<file path="config.mk">
export PLATFORM = sky130hd
export DESIGN_NAME = lob_front
export DESIGN_NICKNAME = d
export VERILOG_FILES = /design/src/design/lob_front.sv
export SDC_FILE = /design/constraint.sdc
export NUM_CORES = 1
export LEC_CHECK = 0
export CAP_MARGIN = 20
export CORE_UTILIZATION = 40
export DETAILED_ROUTE_END_ITERATION = 10
export DONT_BUFFER_PORTS = 1
export GPL_TIMING_DRIVEN = 1
export PLACE_DENSITY_LB_ADDON = 0.2
export SLEW_MARGIN = 20
export SYNTH_ARGS = -nofsm -noshare
export SYNTH_HDL_FRONTEND = slang
export SYNTH_SLANG_ARGS = --single-unit
</file>
<file path="constraint.sdc">
create_clock -name clk -period 2.9 [get_ports clk]
set_clock_uncertainty 0.1 [all_clocks]
set_input_delay 0.58 -clock clk [delete_from_list [all_inputs] [get_ports clk]]
set_output_delay 0.58 -clock clk [all_outputs]
set_load 0.005 [all_outputs]
</file>
<file path="src/design/lob_front.sv">
// ----------------------------------------------------------------------------
// lob_front
// Request intake: register items and queue them for the matching engine.
// ----------------------------------------------------------------------------
module lob_front #(
  parameter int W     = 82,
  parameter int DEPTH = 2
) (
  input  logic         clk,
  input  logic         rst,
  input  logic         in_valid,
  output logic         in_ready,
  input  logic [W-1:0] in_data,
  output logic         q_valid,
  input  logic         q_ready,
  output logic [W-1:0] q_data
);
  localparam int AW = (DEPTH > 1) ? $clog2(DEPTH) : 1;

  logic [W-1:0] mem [DEPTH];
  logic [AW-1:0] wr_ptr, rd_ptr;
  logic [AW:0]   count;
  logic push, pop;

  assign in_ready = (count != (AW+1)'(DEPTH));
  assign q_valid  = (count != '0);
  assign q_data   = mem[rd_ptr];
  assign push     = in_valid && in_ready;
  assign pop      = q_valid && q_ready;

  always_ff @(posedge clk) begin
    if (push) begin
      mem[wr_ptr] <= in_data;
    end
    if (rst) begin
      wr_ptr <= '0;
      rd_ptr <= '0;
      count  <= '0;
    end else begin
      if (push) begin
        wr_ptr <= (wr_ptr == AW'(DEPTH-1)) ? '0 : wr_ptr + 1'b1;
      end
      if (pop) begin
        rd_ptr <= (rd_ptr == AW'(DEPTH-1)) ? '0 : rd_ptr + 1'b1;
      end
      count <= count + (AW+1)'(push) - (AW+1)'(pop);
    end
  end

  a_cnt_bound: assert property (@(posedge clk) disable iff (rst)
    count <= (AW+1)'(DEPTH)) else $error("queue count overflow");
  a_no_push_full: assert property (@(posedge clk) disable iff (rst)
    (count == (AW+1)'(DEPTH)) |-> !push) else $error("push into full queue");
  a_cnt_step: assert property (@(posedge clk) disable iff (rst)
    (push && !pop) |=> count == $past(count) + 1'b1) else $error("count step");
endmodule

</file>
==> results of run 1 <==
## sequential cells by signal, indices dropped and copies added, names as in the netlist, named ones only
register	count
count	2
mem	164
rd_ptr	1
wr_ptr	1
## cell type report
type	instances	area [um2]
Fill cell	1263	8130
Sequential cell	169	5030
Multi-Input combinational cell	105	1080
Clock buffer	21	440
Tap cell	188	235
Clock inverter	10	150
Timing Repair Buffer	5	75.1
Inverter	1	5.00
## worst max-delay path by stage
stage	cells past startpoint	endpoint	slack, ns
2_1_floorplan	3	mem[0][0]$_DFFE_PP_	0.07
3_3_place_gp	2	q_data[69]	0.84
3_5_place_dp	2	q_data[49]	0.81
4_1_cts	2	q_data[69]	0.35
5_1_grt	2	q_data[49]	0.29
6_report	2	q_data[69]	0.44
## cells in the mapped netlist
| master | instances | share of area (%) |
|---|---|---|
| edfxtp_1 | 164 | 80 |
| mux2_2 | 82 | 15 |
| buf_4 | 8 | 0.97 |
| dfxtp_1 | 5 | 1.6 |
| nor2_1 | 5 | 0.30 |
| nor2b_1 | 2 | 0.20 |
| o21ai_0 | 2 | 0.16 |
| a211oi_1 | 1 | 0.12 |
| a21bo_1 | 1 | 0.16 |
| a21bo_2 | 1 | 0.16 |
| a21oi_1 | 1 | 0.081 |
| a32oi_1 | 1 | 0.14 |
| and2b_1 | 1 | 0.12 |
| and3_1 | 1 | 0.10 |
| buf_2 | 1 | 0.081 |
| ha_1 | 1 | 0.20 |
| inv_1 | 1 | 0.061 |
| mux2_1 | 1 | 0.18 |
| nand2b_1 | 1 | 0.10 |
| nand3_1 | 1 | 0.081 |
| nand3b_1 | 1 | 0.12 |
| or2_2 | 1 | 0.10 |
| xor2_1 | 1 | 0.14 |
## power groups by stage
stage	clock network [mW]	registers (mW)	logic [mW]
final	2.26	3.09	0.796
after global placement	0	3.14	0.812
after detailed placement	0	3.15	0.818
after floorplan	0	3.08	0.694
after global routing	2.42	3.12	0.858
after CTS	2.33	3.10	0.824
## critical path, stage by stage, from the launching register on
cell and delay [ns]:
dfxtp_4 0.66, buf_12 0.28, mux2_2 0.40
## per-layer routing
| layer | share of wire, % | up-vias |
|---|---|---|
| met5 | 0 | - |
| met3 | 11 | 11 |
| li1 | - | 1149 |
| met2 | 49 | 114 |
| met1 | 39 | 1286 |
| met4 | 1.3 | 0 |
## cell usage in the layout (no fill, tap or decap), types with 3 or more instances in the layout
cell         n
clkinv_1     3
clkbuf_1     4
buf_12       3
clkbuf_16   17
mux2_2      82
bufinv_16    4
edfxtp_1   164
dfxtp_1      4
nor2_1       5
clkinv_2     3
## cells by family after synthesis
family                   share of synthesized area, %
adder cells (fa/ha/maj)                         0.203
flip-flops                                       81.4
AND/OR/NAND/NOR                                  1.14
buffers and inverters                            1.12
AO/OA/AOI/OAI                                   0.831
multiplexers                                     15.1
XOR/XNOR                                        0.142
## per-stage QoR
stage | instances | power [mW]
finish | 499 | 6.14
global route | 499 | 6.41
CTS | 499 | 6.25
detailed placement | 468 | 3.97
global placement | 468 | 3.95
floorplan | 284 | 3.77
==> impl_results.md, run 1 <==
* Reg2reg end: mem[0][20]$_DFFE_PP_
* Vias per inst at 5.13
* Largest net degree at the start of global routing at 83
* Period utilization at 85.0%
* Failing checks: design-rule violations
* RSZ-0062 raised after global routing: no
* Psw at 1.36 mW
* Met3 usage at 8.37%
* Clock Path Buffers at 2
* Reg2reg path depth at 4
* Worst Setup End Kind: output port
* Die width at 126 um
* Max-cap violations at 0
* CTS tree: done
* Clock buffer count from CTS at 17
* Layout cells sized above 1 at 37.3%
* CP startpoint kind: register
* ANT nets after route at 0
* Final slew viol count at 0
* Post-Syn Instances at 284
* CTS sink count at 169
* Reg power frac at 50.3%
* Hold_ws at 0.127 ns
* Syn Nets at 371
* Top Usage Layer GRT: met2
* DR pass1 iterations at 7
* PostCTS Resize Cnt at 0
* Final Util at 46.3%
* Unique masters post-synth at 23
* DRC errors left at 2
* Gr usage total at 13.2%
* Total Neg Setup Slack at 0 ns
* Starting density of the core at 40.7%
* Origin of the critical flop-to-flop path: count[0]$_SDFF_PP0_
* Nets@finish at 386
* Final setup vio count at 0
* I/O pin total at 170
* Clock power share at 36.7%
* Least-Margin Pin Slew at 0.488 ns
* Comb pwr share at 13.0%
* Setup Buffers After CTS at 0
* Worst Path Required at 2.22 ns
* Grt total ovfl at 0
* Hold path startpoint: rst
* P_leak at 2.27 nW
* Core box area at 15100 um2
* Number of global-route vias before repair at 2688
* DP Area at 6430 um2
* Int Power at 4.78 mW
* HP Class: input port to register
* WP data arrival at 1.78 ns
* Hold depth at 1
* Global-route wire length before repair at 15.2 mm
* Core Rows at 45
* Fmax at 406 MHz
* DRT Wirelength at 10.2 mm
* GR Layer Usage met2 at 20.8%
* Number of hold buffers added after cts at 0
* Fin. Hold Viols at 0
* Period minus WS final at 2.46 ns
* Pwr per Cell Area at 875 nW/um2
* Sequential cell area fraction in the yosys report at 81.4%
* DRT iter0 DRCs at 139
* Final setup margin at 0.436 ns
* Layout area overhead at 13.7%
* Gpl congestion at 0.697
* Root buf cell: clkbuf_16
* Chip Height at 126 um
* Switching power share of the total at 22.1%
* N_diodes at 0
* H-tree Lvls at 4
* Critical path class: register to output port
* I/O Buffers at 0
* Clock latency on the worst-skew pair at 0.41 ns
* VDD IR-drop max at 0.000365 V
* Synth Area per Inst at 21.7 um2
* Post-Layout Inst Area at 7020 um2
* Dpl ws at 0.812 ns
* Yosys warnings at 0
* Initial antenna violation count at 0
* Clock slew at reported path FFs at 0.06 ns
* Peak fanout along the critical path at 35
* Rel. slew slack at 67.5%
* Cell Area, Synth at 6170 um2
* Routed length per placed instance at 20.4 um
* HPWL after detailed placement at 6.34 mm
* Die area at 15900 um2
* Outcome: finished with violations
* Vias at 2560
* Met1 Use GR at 14.3%
* Flop2flop setup slack at 0.98 ns
* Flops & latches, synth at 169
Note: power is estimated with default switching activity, not from simulation.
==> inputs of run 2 (changes only) <==
Clock period 2.9 ns to 2.32 ns, I/O delays scaled along.
==> impl_results.md, run 2 (same netlist as run 1, synthesis figures left out) <==
* Int Power at 5.77 mW (+21%)
* CP Cell Sequence: buf_12 -> mux2_2
* CP max stage cell: mux2_2
* Least-Margin Pin Slew at 0.509 ns (+0.0206 ns)
* Switching power share of the total at 22.8% (+0.76 points)
* Gpl congestion at 0.674 (-3.2%)
* Period utilization at 95.1%
* HP Class: input port to register
* CTS sink count at 169 (unchanged)
* Outcome: finished clean
* Layout area overhead at 13.6% (about the same)
* Nets@finish at 388 (+0.52%)
* Post-Layout Inst Area at 7010 um2 (about the same)
* DP Area at 6460 um2 (+0.51%)
* Vias per inst at 5.15 (+0.34%)
* Gr usage total at 12.9% (-0.31 points)
* Number of hold buffers added after cts at 1 (+1)
* Grt total ovfl at 0 (unchanged)
* CP Buf/Inv Count at 1 (unchanged)
* Core box area at 15100 um2 (unchanged)
* Peak fanout along the critical path at 82 (+130%)
* Largest register FFs at 164 (unchanged)
* H-tree Lvls at 4 (unchanged)
* Flop2flop setup slack at 0.56 ns (-0.42 ns)
* Die area at 15900 um2 (unchanged)
* CTS tree: done
* Rel. slew slack at 66.1% (-1.4 points)
* Clock buffer count from CTS at 17 (unchanged)
* Final slew viol count at 0 (unchanged)
* Setup Buffers After CTS at 0 (unchanged)
* Most frequent cells in the layout: edfxtp_1 (164), mux2_2 (82), clkbuf_16 (17)
* Initial antenna violation count at 0 (unchanged)
* ANT nets after route at 0 (unchanged)
* Worst Setup End Kind: output port
* Global-route wire length before repair at 14.9 mm (-2.0%)
* I/O Buffers at 0 (unchanged)
* CP startpoint kind: register
* DR pass1 iterations at 5 (-2)
* Critical path's top delay family: multiplexers
* DRT iter0 DRCs at 179 (+29%)
* WP data arrival at 1.64 ns (-0.14 ns)
* P_leak at 2.26 nW (-0.43%)
* Largest net degree at the start of global routing at 83 (unchanged)
* Clock power share at 34.8% (-1.9 points)
* N_diodes at 0 (unchanged)
* RSZ-0062 raised after global routing: no
* Psw at 1.71 mW (+26%)
* Hold_ws at 0.0339 ns (-0.0929 ns)
* Layout cells sized above 1 at 38.0% (+0.72 points)
* Core Rows at 45 (unchanged)
* Comb pwr share at 14.4% (+1.4 points)
* Final setup vio count at 0 (unchanged)
* DRT Wirelength at 9.94 mm (-2.1%)
* Chip Height at 126 um (unchanged)
* Root buf cell: clkbuf_16
* Pwr per Cell Area at 1070 nW/um2 (+22%)
* Routed length per placed instance at 19.8 um (-2.5%)
* Slowest cell delay on critical path at 0.43 ns (-0.23 ns)
* Starting density of the core at 40.7% (unchanged)
* HPWL after detailed placement at 6.04 mm (-4.6%)
* Max-cap violations at 0 (unchanged)
* Largest registers: mem (164), count (2)
* Die width at 126 um (unchanged)
* Reg power frac at 50.8% (+0.5 points)
* Fmax at 453 MHz
* Worst Path Required at 1.76 ns (-0.46 ns)
* I/O pin total at 170 (unchanged)
* Critical path class: register to output port
* Vias at 2579 (+0.74%)
* Period minus WS final at 2.21 ns
* Top reg by flops: mem
* Most common cell after layout, fill and taps aside: edfxtp_1
* VDD IR-drop max at 0.000471 V (+29%)
* Clock latency on the worst-skew pair at 0.42 ns (about the same)
* Clock slew at reported path FFs at 0.06 ns (about the same)
* Dpl ws at 0.563 ns (-0.249 ns)
* Final setup margin at 0.114 ns (-0.322 ns)
* Number of global-route vias before repair at 2685 (-0.11%)
* Clock Path Buffers at 2 (unchanged)
* Fin. Hold Viols at 0 (unchanged)
* PostCTS Resize Cnt at 0 (unchanged)
* DRC errors left at 0 (-2)
[run 2: cell types whose count changed in the layout (fill, tap and decap cells not counted), moves of 2 or more]
cell	before	now
bufinv_16	4	2
clkinv_1	3	5
clkinv_4	0	2
dfxtp_1	4	2
dfxtp_2	0	2
[run 2: area by class of cell]
type	count	area (um2)
clock inverters	11	106
inverters	1	7.51
fillers	1253	8130
repair buffers	7	105
well taps	188	235
multi-input cells	105	1090
clock buffers	20	437
flip-flops and latches	169	5030
[run 2: per-layer routing]
layer,part of all wire (%),GRT usage (%),vias up
li1,-,-,1158
met1,38,14.0,1283
met2,49,20.0,123
met3,11,7.86,15
met4,1.9,6.38,0
met5,0,0,-
[run 2: worst paths after layout]
path	from	endpoint	cells after the start
hold / removal	in_data[14]	mem[1][14]$_DFFE_PP_	0
hold reg to reg	rd_ptr$_SDFFE_PP0P_	rd_ptr$_SDFFE_PP0P_	2
setup / recovery	register	q_data[18]	2
setup reg to reg	count[0]$_SDFF_PP0_	mem[1][59]$_DFFE_PP_	3
[run 2: power groups by stage]
stage,combinational (mW),clock [mW],sequential (mW)
2_1_floorplan,0.876,0,3.84
3_3_place_gp,1.11,0,3.85
6_report,1.08,2.61,3.79
3_5_place_dp,1.10,0,3.86
5_1_grt,1.17,2.80,3.83
4_1_cts,1.11,2.69,3.80
[run 2: per-stage QoR]
stage	cells	setup TNS, ns	power (mW)	utilization, %
2_1_floorplan	284	-0.0798	4.72	-
3_3_place_gp	469	0	4.95	42.6
3_5_place_dp	469	0	4.96	42.6
4_1_cts	501	0	7.60	46.3
5_1_grt	501	0	7.79	46.3
6_report	501	0	7.48	46.3
==> inputs of run 3 (changes only) <==
Settings changed: PLACE_DENSITY set to 0.62, PLACE_DENSITY_LB_ADDON 0.2 to not set.
==> impl_results.md, run 3 (same netlist as run 1, synthesis figures left out) <==
* Core Rows at 45 (unchanged)
* Critical path class: register to output port
* Largest register FFs at 164 (unchanged)
* Hold_ws at 0.0406 ns (+0.00679 ns)
* I/O Buffers at 0 (unchanged)
* Int Power at 5.68 mW (-1.6%)
* Die area at 15900 um2 (unchanged)
* Vias at 2538 (-1.6%)
* DRT Wirelength at 9.90 mm (-0.34%)
* Final setup vio count at 0 (unchanged)
* Switching power share of the total at 23.1% (+0.31 points)
* Clock buffer count from CTS at 17 (unchanged)
* Final setup margin at 0.317 ns (+0.203 ns)
* PostCTS Resize Cnt at 0 (unchanged)
* Core box area at 15100 um2 (unchanged)
* Fmax at 499 MHz (+10%)
* HPWL after detailed placement at 6.35 mm (+5.0%)
* Routed length per placed instance at 19.8 um (-0.34%)
* RSZ-0062 raised after global routing: no
* CP startpoint kind: register
* Largest net degree at the start of global routing at 54 (-35%)
* Vias per inst at 5.07 (-1.6%)
* Clock Path Buffers at 2 (unchanged)
* Root buf cell: clkbuf_16
* Period minus WS final at 2.00 ns (-0.203 ns)
* Peak fanout along the critical path at 44 (-46%)
* Clock latency on the worst-skew pair at 0.41 ns (about the same)
* H-tree Lvls at 4 (unchanged)
* Die width at 126 um (unchanged)
* Gr usage total at 13.1% (+0.13 points)
* Clock slew at reported path FFs at 0.06 ns (about the same)
* Outcome: finished clean
* DR pass1 iterations at 4 (-1)
* Number of global-route vias before repair at 2836 (+5.6%)
* Initial antenna violation count at 0 (unchanged)
* WP data arrival at 1.44 ns (-0.20 ns)
* N_diodes at 0 (unchanged)
* Largest registers: mem (164), count (2)
* Rel. slew slack at 73.4% (+7.4 points)
* Worst Setup End Kind: output port
* Worst Path Required at 1.76 ns (about the same)
* Fin. Hold Viols at 0 (unchanged)
* Total Neg Setup Slack at 0 ns (unchanged)
* Hold depth at 0 (unchanged)
* DRC errors left at 0 (unchanged)
* Gpl congestion at 0.686 (+1.7%)
* Max-cap violations at 0 (unchanged)
* CTS sink count at 169 (unchanged)
* P_leak at 2.25 nW (-0.82%)
* HP Class: input port to register
* ANT nets after route at 0 (unchanged)
* Starting density of the core at 40.7% (unchanged)
* Layout area overhead at 13.3%
* Psw at 1.71 mW (+0.11%)
* Reg2reg path depth at 4 (+1)
* Most frequent cells in the layout: edfxtp_1 (164), mux2_2 (82), clkbuf_16 (17)
* Top reg by flops: mem
* Global-route wire length before repair at 15.1 mm (+1.4%)
* CTS tree: done
* I/O pin total at 170 (unchanged)
* Clock power share at 33.9% (-0.9 points)
* Nets@finish at 388 (unchanged)
* Pwr per Cell Area at 1060 nW/um2 (-0.92%)
* Chip Height at 126 um (unchanged)
* Layout cells sized above 1 at 38.7% (+0.64 points)
* Least-Margin Pin Slew at 0.398 ns (-0.110 ns)
* Most common cell after layout, fill and taps aside: edfxtp_1
* Comb pwr share at 14.6% (+0.2 points)
* Reg power frac at 51.5% (+0.7 points)
* Setup Buffers After CTS at 0 (unchanged)
* DRT iter0 DRCs at 96 (-46%)
* Dpl ws at 0.611 ns (+0.0482 ns)
* Grt total ovfl at 0 (unchanged)
* Period utilization at 86.3% (-8.7 points)
* VDD IR-drop max at 0.000572 V (+21%)
* Post-Layout Inst Area at 6990 um2 (-0.32%)
* Final slew viol count at 0 (unchanged)
* DP Area at 6460 um2 (unchanged)
[run 3: cell types whose count changed in the layout (fill, tap and decap cells not counted)]
cell,delta
clkinv_4,-2
clkinv_1,-3
clkinvlp_4,+3
bufinv_16,-1
clkinv_2,+2
clkbuf_1,+1
[run 3: path summary, 6_finish.rpt]
check | slack, ns | endpoint | startpoint
setup / recovery | 0.32 | q_data[71] | register
hold / removal | 0.04 | mem[1][59]$_DFFE_PP_ | in_data[59]
setup reg to reg | 0.68 | mem[0][58]$_DFFE_PP_ | count[0]$_SDFF_PP0_
hold reg to reg | 0.39 | register | rd_ptr$_SDFFE_PP0P_
[run 3: through the flow]
| step | total power, mW | util (%) | instances |
|---|---|---|---|
| after CTS | 7.52 | 46.1 | 501 |
| after global routing | 7.69 | 46.1 | 501 |
| final | 7.38 | 46.1 | 501 |
| after detailed placement | 4.98 | 42.6 | 469 |
| after global placement | 4.95 | 42.6 | 469 |
| after floorplan | 4.72 | - | 284 |
[run 3: final cells by class]
cell class	instances	area (um2)
clock buffer	21	440
fill	1268	8160
tap	188	235
inverter	1	7.51
timing repair buffer	7	105
sequential	169	5030
multi-input combinational	105	1090
clock inverter	10	80.1
[run 3: layer usage]
layer | track usage [%] | vias up | wire, um
met3 | 7.56 | 14 | 1040
met1 | 12.4 | 1258 | 3570
met4 | 5.03 | 0 | 136
met2 | 23.0 | 106 | 5160
li1 | - | 1160 | -
met5 | 0 | - | 0
[run 3: critical path, stage by stage, from the launching register on]
cell and delay, ns:
dfxtp_4 0.37, buf_12 0.25, mux2_2 0.40
[run 3: timing repair]
action / in CTS / in global routing
setup endpoints to repair: 0 / 0
hold endpoints to repair: 4 / 0
hold buffers: 1 / 0
[run 3: power by group through the flow]
stage,clock (mW),combinational [mW],sequential (mW)
final,2.50,1.08,3.80
after global routing,2.69,1.17,3.83
after CTS,2.59,1.12,3.81
after detailed placement,0,1.11,3.87
after global placement,0,1.10,3.85
after floorplan,0,0.876,3.84
